### config.mk
export PLATFORM = sky130hd
export DESIGN_NAME = cht_mod
export DESIGN_NICKNAME = d
export VERILOG_FILES = /design/src/sv/cht_pkg.sv /design/src/sv/cht_mod.sv
export SDC_FILE = /design/constraint.sdc
export NUM_CORES = 1
export LEC_CHECK = 0
export ABC_AREA = 1
export BUFFER_PORTS_ARGS = -buffer_cell sky130_fd_sc_hd__clkbuf_2
export CORE_ASPECT_RATIO = 1.2
export CORE_MARGIN = 5
export CORE_UTILIZATION = 44
export DETAILED_ROUTE_END_ITERATION = 6
export PLACE_DENSITY = 0.6
export SLEW_MARGIN = 30
export SYNTH_ARGS = -nofsm -noshare
export SYNTH_HDL_FRONTEND = slang
export SYNTH_SLANG_ARGS = --single-unit
### constraint.sdc
create_clock -name clock -period 10.7 [get_ports clock]
set_input_delay 2.14 -clock clock [delete_from_list [all_inputs] [get_ports clock]]
set_output_delay 2.14 -clock clock [all_outputs]
set_load 0.1 [all_outputs]
### src/sv/cht_pkg.sv
// Package with the command and status codes and the controller state type of the hash table.
package cht_pkg;
   localparam int CMD_W = 2;
   localparam int KEY_W = 32;
   localparam int VAL_W = 32;
   localparam int STATUS_W = 2;

   typedef enum logic [CMD_W-1:0] {
      CMD_INSERT = 2'd0,
      CMD_FIND   = 2'd1,
      CMD_ERASE  = 2'd2,
      CMD_NOP    = 2'd3
   } cmd_type;

   typedef enum logic [STATUS_W-1:0] {
      ST_OK        = 2'd0,
      ST_NOT_FOUND = 2'd1,
      ST_FULL      = 2'd2,
      ST_RSVD      = 2'd3
   } status_type;

   typedef enum logic [2:0] {
      S_INIT,
      S_IDLE,
      S_MOD,
      S_HEAD,
      S_WALK,
      S_FIX,
      S_DONE
   } state_type;
endpackage

### src/sv/cht_mod.sv
// Sequential unit that reduces a signed key to a non-negative bucket index.
module cht_mod #(
   parameter int BUCKETS = 11,
   parameter int BKT_W = 4
) (
   input  logic                   clock,
   input  logic                   reset,
   input  logic                   start,
   input  logic [31:0]            key,
   output logic                   done,
   output logic [BKT_W-1:0]       bucket
);
   import cht_pkg::*;

   // Residues of the byte weights 2^0, 2^8, 2^16 and 2^24, and of -2^32, which is
   // what the sign bit adds to the unsigned reading of the key.
   localparam logic [11:0] W0 = 12'(1 % BUCKETS);
   localparam logic [11:0] W1 = 12'(256 % BUCKETS);
   localparam logic [11:0] W2 = 12'(65536 % BUCKETS);
   localparam logic [11:0] W3 = 12'(64'd16777216 % BUCKETS);
   localparam logic [11:0] WN = 12'((BUCKETS - 64'd4294967296 % BUCKETS) % BUCKETS);
   // Scaled reciprocal; the quotient estimate is at most one below the true one.
   localparam logic [22:0] RECIP = 23'(64'd4194304 / BUCKETS);
   localparam logic [21:0] BK = 22'(BUCKETS);

   logic [21:0] fold_ff, fold_in;
   logic [21:0] quo_ff, quo_in;
   logic [21:0] rem_ff, rem_in;
   logic [2:0]  vld_ff, vld_in;
   logic [43:0] prod;
   logic [21:0] diff;

   // Stage one folds the key into a value below 2^22 with the same residue,
   // stage two estimates the quotient, stage three subtracts and corrects.
   always_comb begin
      fold_in = 22'(key[7:0]) * 22'(W0) + 22'(key[15:8]) * 22'(W1)
              + 22'(key[23:16]) * 22'(W2) + 22'(key[31:24]) * 22'(W3)
              + (key[31] ? 22'(WN) : 22'd0);
      prod = 44'(fold_ff) * 44'(RECIP);
      quo_in = prod[43:22];
      diff = fold_ff - quo_ff * BK;
      rem_in = (diff >= BK) ? diff - BK : diff;
      vld_in = {vld_ff[1:0], start};
   end

   always_ff @(posedge clock) begin
      if (reset) begin
         vld_ff <= '0;
      end else begin
         vld_ff <= vld_in;
      end
      if (start) fold_ff <= fold_in;
      quo_ff <= quo_in;
      rem_ff <= rem_in;
   end

   assign done = vld_ff[2];
   assign bucket = rem_ff[BKT_W-1:0];
endmodule

# Word-level counts from Yosys, hierarchy flattened
# Cells that the tools add are included.
[totals] reg_bits=48
[op_classes] n_addsub=6 mul=5 n_lt_le_gt_ge=1 muxes=2
[ops] operator="22-bit by 17-bit multiplier with 39-bit output (second input constant)" n=1
[ops] operator="22-bit by 4-bit greater-or-equal comparator with 1-bit output (second input constant)" n=1
[ops] operator="19-bit by 4-bit multiplier with 22-bit output (second input constant)" n=1
[ops] operator="22-bit subtractor" n=1
[ops] operator="14-bit by 3-bit adder with 15-bit output" n=1
[ops] operator="13-bit by 11-bit adder with 14-bit output" n=1
[ops] operator="11-bit by 12-bit adder with 13-bit output" n=1
[ops] operator="8-bit by 4-bit multiplier with 12-bit output (second input constant)" n=1
[ops] operator="8-bit by 10-bit adder with 11-bit output" n=1
[ops] operator="8-bit by 3-bit multiplier with 11-bit output (second input constant)" n=1
[ops] operator="8-bit by 2-bit multiplier with 10-bit output (second input constant)" n=1
[ops] operator="4-bit 2-to-1 mux" n=1
[ops] operator="4-bit subtractor (second input constant)" n=1
[ops] operator="3-bit 2-to-1 mux" n=1

# Depth between registers and ports, before layout
# Gate-level depths: netlist of run 1.
[depth] depth_word=5 depth_mapped=21

# Worst setup path after synthesis of run 1
# Ideal clock, no wire load.
[synth_timing] path_type="input-to-reg" from="input port key[11]" to="register fold_ff[11] (data pin)" t_arrival_ps=6111 slack_ps=4337 stages=21 path_cell_list="inv_1 -> fa_1 -> inv_1 -> fa_1 -> inv_1 -> fa_1 -> fa_1 -> fa_1 -> inv_1 -> ha_1 -> nand2_1 -> o21ai_0 -> nand2_1 -> nand2_1 -> a21oi_1 -> o21ai_2 -> nand2_1 -> nor2_1 -> nor2_1 -> nand2_1 -> nand2_1"
[synth_via] elab_chain_cells=5
[synth_rtl] item="start: declaration" line="cht_mod.sv:9" rtl="input logic [31:0] key,"
[synth_rtl] item="8-bit by 2-bit multiplier with 10-bit output" line="cht_mod.sv:36" rtl="fold_in = 22'(key[7:0]) * 22'(W0) + 22'(key[15:8]) * 22'(W1)"
[synth_rtl] item="8-bit by 10-bit adder with 11-bit output" line="cht_mod.sv:36"
[synth_rtl] item="11-bit by 12-bit adder with 13-bit output" line="cht_mod.sv:37" rtl="+ 22'(key[23:16]) * 22'(W2) + 22'(key[31:24]) * 22'(W3)"
[synth_rtl] item="13-bit by 11-bit adder with 14-bit output" line="cht_mod.sv:37"
[synth_rtl] item="14-bit by 3-bit adder with 15-bit output" line="cht_mod.sv:38" rtl="+ (key[31] ? 22'(WN) : 22'd0);"
[synth_rtl] item="via fold_in[11]" line="cht_mod.sv:26" rtl="logic [21:0] fold_ff, fold_in;"
[synth_rtl] item="end signal: assignment" line="cht_mod.sv:52" rtl="if (start) fold_ff <= fold_in;"
[synth_rtl] item="end: declaration" line="cht_mod.sv:26"
# The timed path passes the listed nets, and every way through them passes these cells.
# A chain may end at the register's enable or synchronous reset.

# Final worst setup path of run 1
# Same ends and word-level chain as after synthesis.

==> results.sh, run 1 <==
export IMPL_yosys_cell_types_count=38
export IMPL_hold_viol=0
export IMPL_pin_count=40
export IMPL_crit_path_end_kind="register"
export IMPL_fin_setup_tns_ps=0
export IMPL_cp_num_buf_inv=5
export IMPL_port_buffers=39
export IMPL_grt_max_degree=16
export IMPL_r2r_end="quo_ff[11]"
export IMPL_area_growth_syn_to_layout_pct=7.023
export IMPL_post_dp_hpwl_um=17520
export IMPL_synth_cells=1170
export IMPL_n_antenna_cell=0
export IMPL_finalMaxSlewViolations=0
export IMPL_grt_ovfl_total=0
export IMPL_worstPathArrival_ps=6470
export IMPL_r2r_slack_ps=5100
export IMPL_setup_violations=0
export IMPL_start_util_pct=44.34
export IMPL_row_count=60
export IMPL_syn_area_um2=9852
export IMPL_synth_edf_count=14
export IMPL_synth_fp_nets=1571
export IMPL_dieArea_um2=25500
export IMPL_clock_latency_ps=290
export IMPL_htreeDepth=2
export IMPL_max_cap_violations=0
export IMPL_rsz0062_at_grt="false"
export IMPL_cts_tree="yes"
export IMPL_status="completed"
export IMPL_min_from="vld_ff[1]"
export IMPL_r2r_start="fold_ff[2]"
export IMPL_synthTopCellsByCount="348 x inv_1, 225 x ha_1, 182 x nand2_1"
export IMPL_fmax_ghz=0.1559
export IMPL_ant_nets=0
export IMPL_synth_avg_cell_area_um2=8.420
export IMPL_slew_headroom_pct=44.07
export IMPL_ff2ff_path_depth=19
export IMPL_clock_sinks=34
export IMPL_register_area_um2=820.8
export IMPL_drt_wirelength_per_cell_um=13.06
export IMPL_cpMostUsedCell="nand2_1"
export IMPL_globalplace_congestion=0.8993
export IMPL_hold_class="register to register"
export IMPL_cp_max_fo=5
export IMPL_via_count=7171
export IMPL_required_ps=10750
export IMPL_dieHeight_um=173.9
export IMPL_multiInputGateArea_um2=7717
export IMPL_tightestPinTransition_ps=838.9
export IMPL_post_cts_resized=0
export IMPL_n_fill_cell=2212
export IMPL_die_x_um=146.6
export IMPL_core_area_um2=22220
export IMPL_antenna_found_initial=0
export IMPL_yosysTopAreaCell="fa_1"
export IMPL_period_minus_slack_ps=6414
export IMPL_synth_top_area_share_pct=28.65
export IMPL_vias_per_cell=4.793
export IMPL_numCtsBuffers=5
export IMPL_hold_buffers=0
export IMPL_hold_depth=2
export IMPL_grt_usage_pct=16.52
export IMPL_grt_pass1_vias=7768
export IMPL_fin_crit_sh_pct=59.94
export IMPL_critPathTopFamily="adder cells"
export IMPL_ys_seq_elements=34
export IMPL_crit_path_top_delay_cell="fa_1"
export IMPL_seq_area_frac_synth_pct=8.331
export IMPL_nets=1617
export IMPL_synth_most_common_cell="inv_1"
export IMPL_crit_type="input port to register"
export IMPL_ctsLongestPathBuffers=2
export IMPL_synth_warnings=0
export IMPL_clk_pin_slew_ps=60
export IMPL_synth_area_top_cells="fa_1 29%, ha_1 29%, inv_1 13%, nand2_1 6.9%, edfxtp_1 4.3%"
export IMPL_drtIter0Drc=172
export IMPL_wl_um=19540
export IMPL_synth_ff_type="dfxtp_1"
export IMPL_cts_setup_buffers=0
export IMPL_dr_pass1_iters=4
export IMPL_crit_cells=22
export IMPL_drc=0
export IMPL_cts_root_buf="clkbuf_16"
export IMPL_async_reset_ff_share_pct=0
export IMPL_drive_gt1_share_pct=5.916
export IMPL_cp_start_kind="input port"
export IMPL_grt_pass1_wl_um=34640
export IMPL_skew_ps=3.105
export IMPL_max_stage_delay_ps=520
export IMPL_cp_cell_sequence="clkbuf_2 -> inv_1 -> fa_1 -> inv_1 -> fa_1 -> inv_1 -> fa_1 -> fa_1 -> fa_1 -> inv_1 -> ha_1 -> nand2_1 -> o21ai_0 -> nand2_1 -> nand2_1 -> a21oi_1 -> o21ai_2 -> nand2_1 -> nor2_1 -> nor2_1 -> nand2_1 -> nand2_1"
export IMPL_min_to="vld_ff[2]"
## state kept, by name (all words and copies together), names as in the netlist
name and cells:
rem_ff 4, quo_ff 13, vld_ff 3, fold_ff 14
## cell type report
class                      count  area share (%)
sequential                    34           7.784
clock inverter                 1         0.04747
timing repair buffer          39           1.851
multi-input combinational    786           73.19
tap                          279           3.311
clock buffer                   7           1.353
inverter                     350           12.46
## metal layers
layer	global-route usage (%)	vias to the layer above	share of wire, %
met4	4.157	0	2.1
met2	32.56	96	55
met1	18.60	3375	40
met3	1.956	28	2.7
li1	-	3672	-
met5	0	-	0
## worst min-delay path, stage by stage (launching register included)
cell	delay (ps)
dfxtp_1	300
inv_1	40
nor2_1	30
## cell families (layout without fill, tap and decap cells)
family                     count (synthesis)  after routing  share of synthesized area, %
AOI/OAI and AO/OA                         85             85                         4.864
xor gates and xnor gates                  31             31                         2.756
adders and majority gates                366            366                         57.23
buffers and inverters                    350            397                         13.34
DFF                                       34             34                         8.331
muxes                                      1              1                        0.1143
and+or+nand+nor                          303            303                         13.37
## through the flow
| step | cell area, um^2 | util (%) | setup WS (ps) | instances | hold slack (ps) |
|---|---|---|---|---|---|
| 2_1_floorplan | 9852 | - | 4337 | 1170 | 388.3 |
| 3_3_place_gp | 10400 | 46.78 | 4022 | 1488 | 398.8 |
| 3_5_place_dp | 10400 | 46.78 | 3955 | 1488 | 400.3 |
| 4_1_cts | 10540 | 47.45 | 4268 | 1496 | 410.7 |
| 5_1_grt | 10540 | 47.45 | 4007 | 1496 | 426.7 |
| 6_report | 10540 | 47.45 | 4286 | 1496 | 404.3 |
## cells in the final DEF, fill, tap and decap left out, types with 2 or more instances in the layout
cell type	count
a21o_1	6
a21oi_1	51
and2_1	4
clkbuf_16	5
clkbuf_2	39
dfxtp_1	20
edfxtp_1	14
fa_1	141
ha_1	225
inv_1	348
inv_2	2
nand2_1	182
nand2_2	12
nand3_1	33
nand3_2	2
nand3b_1	3
nand4_1	9
nor2_1	37
nor2_2	2
nor3_1	10
nor3_2	2
nor4_1	3
o21a_1	2
o21ai_0	15
o21bai_1	2
or2_2	2
xnor2_1	11
xor2_1	20
## worst max path at each step
| stage | from | slack (ps) | to |
|---|---|---|---|
| after floorplan | key[11] | 4340 | fold_ff[11] |
| after global placement | key[11] | 4020 | fold_ff[11] |
| after detailed placement | key[11] | 3950 | fold_ff[11] |
| after CTS | key[11] | 4270 | fold_ff[11] |
| after global routing | key[11] | 4010 | fold_ff[11] |
| final | key[11] | 4290 | fold_ff[11] |
Power of run 1 is left out: the tool's default activity adds up to more than one toggle a clock period on the data nets, which glitch-free logic cannot reach.
==> run 2, diff against run 1 <==
==> constraint.sdc (replaced) <==
create_clock -name clock -period 6.6 [get_ports clock]
set_input_delay 1.32 -clock clock [delete_from_list [all_inputs] [get_ports clock]]
set_output_delay 1.32 -clock clock [all_outputs]
set_load 0.1 [all_outputs]
==> run 2 against run 1 <==
Effect of this change:
- register-to-register slack worse by 4000 ps
- die area stayed put
- flip-flop and latch count stayed put
- via count is 0.89% higher
- final cell count is 0.20% higher
- critical endpoint unchanged
- design area is 0.20% higher
- count of clock-buffer cells in the layout is 1 lower
==> results.sh, run 2 (synthesis results as in run 1) <==
export IMPL_core_area_um2=22220
export IMPL_htreeDepth=2
export IMPL_grt_pass1_vias=7745
export IMPL_final_cell_mix="348 x inv_1, 225 x ha_1, 182 x nand2_1, 141 x fa_1, 51 x a21oi_1"
export IMPL_grt_usage_pct=16.47
export IMPL_numCtsBuffers=5
export IMPL_drtIter0Drc=149
export IMPL_grt_ovfl_total=0
export IMPL_clk_pin_slew_ps=60
export IMPL_vias_per_cell=4.827
export IMPL_start_util_pct=44.34
export IMPL_nets=1620
export IMPL_timing_final_ws_setup_ps=1048
export IMPL_ctsLongestPathBuffers=2
export IMPL_stdcell_area_um2=10570
export IMPL_status="completed"
export IMPL_cts_root_buf="clkbuf_16"
export IMPL_n_antenna_cell=0
export IMPL_finalMaxSlewViolations=0
export IMPL_rsz0062_at_grt="false"
export IMPL_setup_violations=0
export IMPL_cp_start_kind="input port"
export IMPL_wl_um=19480
export IMPL_globalplace_congestion=0.8839
export IMPL_crit_path_end_kind="register"
export IMPL_port_buffers=39
export IMPL_cts_setup_buffers=0
export IMPL_antenna_found_initial=0
export IMPL_dp_slack_ps=711.4
export IMPL_dpl_cell_area_um2=10420
export IMPL_final_common_cell="inv_1"
export IMPL_die_x_um=146.6
export IMPL_grt_pass1_wl_um=34660
export IMPL_tightestPinTransition_ps=785.4
export IMPL_clock_latency_ps=290
export IMPL_required_ps=6650
export IMPL_worstPathArrival_ps=5600
export IMPL_area_growth_syn_to_layout_pct=7.239
export IMPL_crit_type="input port to register"
export IMPL_period_minus_slack_ps=5552
export IMPL_cp_max_fo=5
export IMPL_ant_nets=0
export IMPL_grt_max_degree=16
export IMPL_clock_sinks=34
export IMPL_fin_setup_tns_ps=0
export IMPL_post_dp_hpwl_um=17600
export IMPL_regMostFlops="fold_ff"
export IMPL_post_cts_resized=0
export IMPL_drc=0
export IMPL_largest_reg_flops=14
export IMPL_hold_buffers=0
export IMPL_row_count=60
export IMPL_skew_ps=5.442
export IMPL_dieHeight_um=173.9
export IMPL_dr_pass1_iters=4
export IMPL_fin_crit_sh_pct=84.12
export IMPL_fmax_ghz=0.1801
export IMPL_drive_gt1_share_pct=6.230
export IMPL_via_count=7235
export IMPL_pin_count=40
export IMPL_hold_class="register to register"
export IMPL_cts_tree="yes"
export IMPL_dieArea_um2=25500
export IMPL_slew_headroom_pct=47.64
export IMPL_hold_viol=0
export IMPL_max_cap_violations=0
export IMPL_top_regs="fold_ff (14), quo_ff (13), rem_ff (4)"
export IMPL_drt_wirelength_per_cell_um=13.00
[run 2: cell types whose count changed in the layout (fill, tap and decap cells not counted)]
cell / change
buf_4: +3
clkbuf_1: -1
clkbuf_4: +1
clkbuf_8: -1
clkinv_4: +1
[run 2: cell type report]
class | instances | area [um^2]
inverter | 350 | 1314
clock inverter | 2 | 13.76
clock buffer | 6 | 132.6
sequential | 34 | 820.8
tap | 279 | 349.1
timing repair buffer | 42 | 217.7
multi-input combinational | 786 | 7717
fill | 2190 | 11660
[run 2: worst paths after layout]
check	startpoint	endpoint	slack [ps]	depth (start not counted)
worst max-delay path	key[11]	fold_ff[11]	1050	22
worst max register to register	fold_ff[6]	quo_ff[9]	1080	19
worst min register to register	vld_ff[1]	vld_ff[2]	410	2
worst min-delay path	vld_ff[1]	vld_ff[2]	410	2
[run 2: per-stage QoR]
| stage | util, % | hold slack, ps | cells |
|---|---|---|---|
| CTS | 47.55 | 411.4 | 1499 |
| detailed placement | 46.89 | 400.4 | 1491 |
| global route | 47.55 | 434.0 | 1499 |
| global placement | 46.89 | 397.1 | 1491 |
| floorplan | - | 388.3 | 1170 |
| finish | 47.55 | 406.4 | 1499 |
[run 2: worst max-delay path, stage by stage]
cell	delay, ps
clkbuf_2	100
inv_1	50
fa_1	520
inv_1	50
fa_1	490
inv_1	50
fa_1	500
fa_1	510
fa_1	510
inv_1	40
ha_1	350
nand2_1	60
o21ai_0	250
nand2_1	80
nand2_1	70
a21oi_1	100
o21ai_2	170
nand2_1	80
nor2_1	120
nor2_1	50
nand2_1	50
nand2_1	40
[run 2: routing by layer]
layer	share of wire (%)	global-route usage, %
met5	0	0
met4	2.8	4.706
met3	3.0	1.982
met1	40	18.62
met2	54	32.06
Power of run 2 is left out for the same reason.
==> run 3, diff against run 2 <==
==> constraint.sdc (replaced) <==
create_clock -name clock -period 5.75 [get_ports clock]
set_input_delay 1.15 -clock clock [delete_from_list [all_inputs] [get_ports clock]]
set_output_delay 1.15 -clock clock [all_outputs]
set_load 0.1 [all_outputs]
==> run 3 against run 2 <==
Effect of this change:
- register-to-register slack got worse by 620 ps
- die area unchanged
- sequential share of layout area decreased by 0.069 points
- core utilization increased by 0.43 points
- flip-flop and latch count unchanged
- critical path type is now register to register
- non-clock buffer count increased by 12
- count of clock-buffer cells in the layout unchanged
- critical endpoint is now quo_ff[9]
==> results.sh, run 3 (synthesis results as in run 1) <==
export IMPL_core_area_um2=22220
export IMPL_hold_class="register to register"
export IMPL_fin_util_pct=47.97
export IMPL_final_cell_mix="348 x inv_1, 225 x ha_1, 182 x nand2_1, 141 x fa_1, 51 x a21oi_1"
export IMPL_status="completed"
export IMPL_grt_pass1_wl_um=34360
export IMPL_register_area_um2=820.8
export IMPL_row_count=60
export IMPL_cp_start_kind="register"
export IMPL_cts_setup_buffers=0
export IMPL_ctsLongestPathBuffers=2
export IMPL_clock_latency_ps=290
export IMPL_holdWs_ps=407.6
export IMPL_clk_pin_slew_ps=60
export IMPL_grt_ovfl_total=0
export IMPL_drive_gt1_share_pct=7.143
export IMPL_multiInputGateArea_um2=7717
export IMPL_regMostFlops="fold_ff"
export IMPL_dp_slack_ps=59.05
export IMPL_grt_max_degree=16
export IMPL_crit_path_top_delay_cell="edfxtp_1"
export IMPL_required_ps=5930
export IMPL_rsz0062_at_grt="false"
export IMPL_clock_sinks=34
export IMPL_dr_pass1_iters=4
export IMPL_dieArea_um2=25500
export IMPL_slew_headroom_pct=48.27
export IMPL_die_x_um=146.6
export IMPL_n_antenna_cell=0
export IMPL_dieHeight_um=173.9
export IMPL_port_buffers=39
export IMPL_timing_final_ws_setup_ps=463.5
export IMPL_fin_crit_sh_pct=91.94
export IMPL_cp_max_fo=5
export IMPL_max_cap_violations=0
export IMPL_tightestPinTransition_ps=776.0
export IMPL_final_common_cell="inv_1"
export IMPL_fmax_ghz=0.1892
export IMPL_worstPathArrival_ps=5460
export IMPL_numCtsBuffers=5
export IMPL_n_fill_cell=2185
export IMPL_start_util_pct=44.34
export IMPL_top_regs="fold_ff (14), quo_ff (13), rem_ff (4)"
export IMPL_cp_cell_sequence="ha_1 -> inv_1 -> fa_1 -> inv_1 -> fa_1 -> inv_1 -> fa_1 -> inv_1 -> fa_1 -> inv_1 -> fa_1 -> inv_1 -> ha_1 -> nand2_1 -> nor4_1 -> nand4_1 -> nand3_1 -> a21oi_1 -> xor2_1"
export IMPL_grt_pass1_vias=7742
export IMPL_wl_um=19570
export IMPL_setup_violations=0
export IMPL_globalplace_congestion=0.8864
export IMPL_ant_nets=0
export IMPL_hold_buffers=0
export IMPL_via_count=7225
export IMPL_max_stage_delay_ps=530
export IMPL_cts_root_buf="clkbuf_16"
export IMPL_cts_tree="yes"
export IMPL_crit_type="register to register"
export IMPL_hold_viol=0
export IMPL_htreeDepth=2
export IMPL_nets=1632
export IMPL_pin_count=40
export IMPL_cpMostUsedCell="inv_1"
export IMPL_largest_reg_flops=14
export IMPL_antenna_found_initial=0
export IMPL_skew_ps=7.185
export IMPL_drtIter0Drc=148
export IMPL_vias_per_cell=4.782
export IMPL_area_growth_syn_to_layout_pct=8.204
export IMPL_fin_setup_tns_ps=0
export IMPL_drt_wirelength_per_cell_um=12.95
export IMPL_post_dp_hpwl_um=18080
export IMPL_drc=0
export IMPL_cp_num_buf_inv=6
export IMPL_finalMaxSlewViolations=0
export IMPL_grt_usage_pct=16.50
export IMPL_crit_path_end_kind="register"
export IMPL_period_minus_slack_ps=5287
export IMPL_critPathTopFamily="adder cells"
## run 3: cell type report
cell class | count | share of cell area (%)
multi-input cells | 786 | 72.39
repair buffers | 54 | 2.887
well taps | 279 | 3.275
inverters | 350 | 12.32
clock inverters | 2 | 0.1174
flip-flops and latches | 34 | 7.700
clock buffers | 6 | 1.303
## run 3: worst paths after layout
| check | from | endpoint | slack, ps | depth (start not counted) |
|---|---|---|---|---|
| setup / recovery | fold_ff[4] | quo_ff[9] | 460 | 19 |
| hold / removal | vld_ff[0] | vld_ff[1] | 410 | 2 |
| setup reg to reg | fold_ff[4] | quo_ff[9] | 460 | 19 |
| hold reg to reg | vld_ff[0] | vld_ff[1] | 410 | 2 |
## run 3: timing repair
item	4_1_cts	5_1_grt
gates resized for setup	0	1
endpoints found under the hold margin	0	0
endpoints found under the setup margin	0	1
## run 3: metrics by stage
step                instances  area [um^2]
floorplan                1170         9852
global placement         1503        10510
detailed placement       1503        10510
CTS                      1511        10660
global route             1511        10660
finish                   1511        10660
## run 3: metal layers
layer	vias up	global-route usage, %	wire length (um)
met5	-	0	0
met4	0	4.078	378
met3	24	2.138	638
met2	93	33.06	10810
met1	3405	18.02	7741
li1	3703	-	-
## run 3: tightest hold or removal path, delay by kind of cell, from the launching register on
| family | cells | cell delay, ps |
|---|---|---|
| DFF | 1 | 290 |
| buffers and inverters | 1 | 40 |
| and+or+nand+nor | 1 | 30 |
Power of run 3 is left out for the same reason.
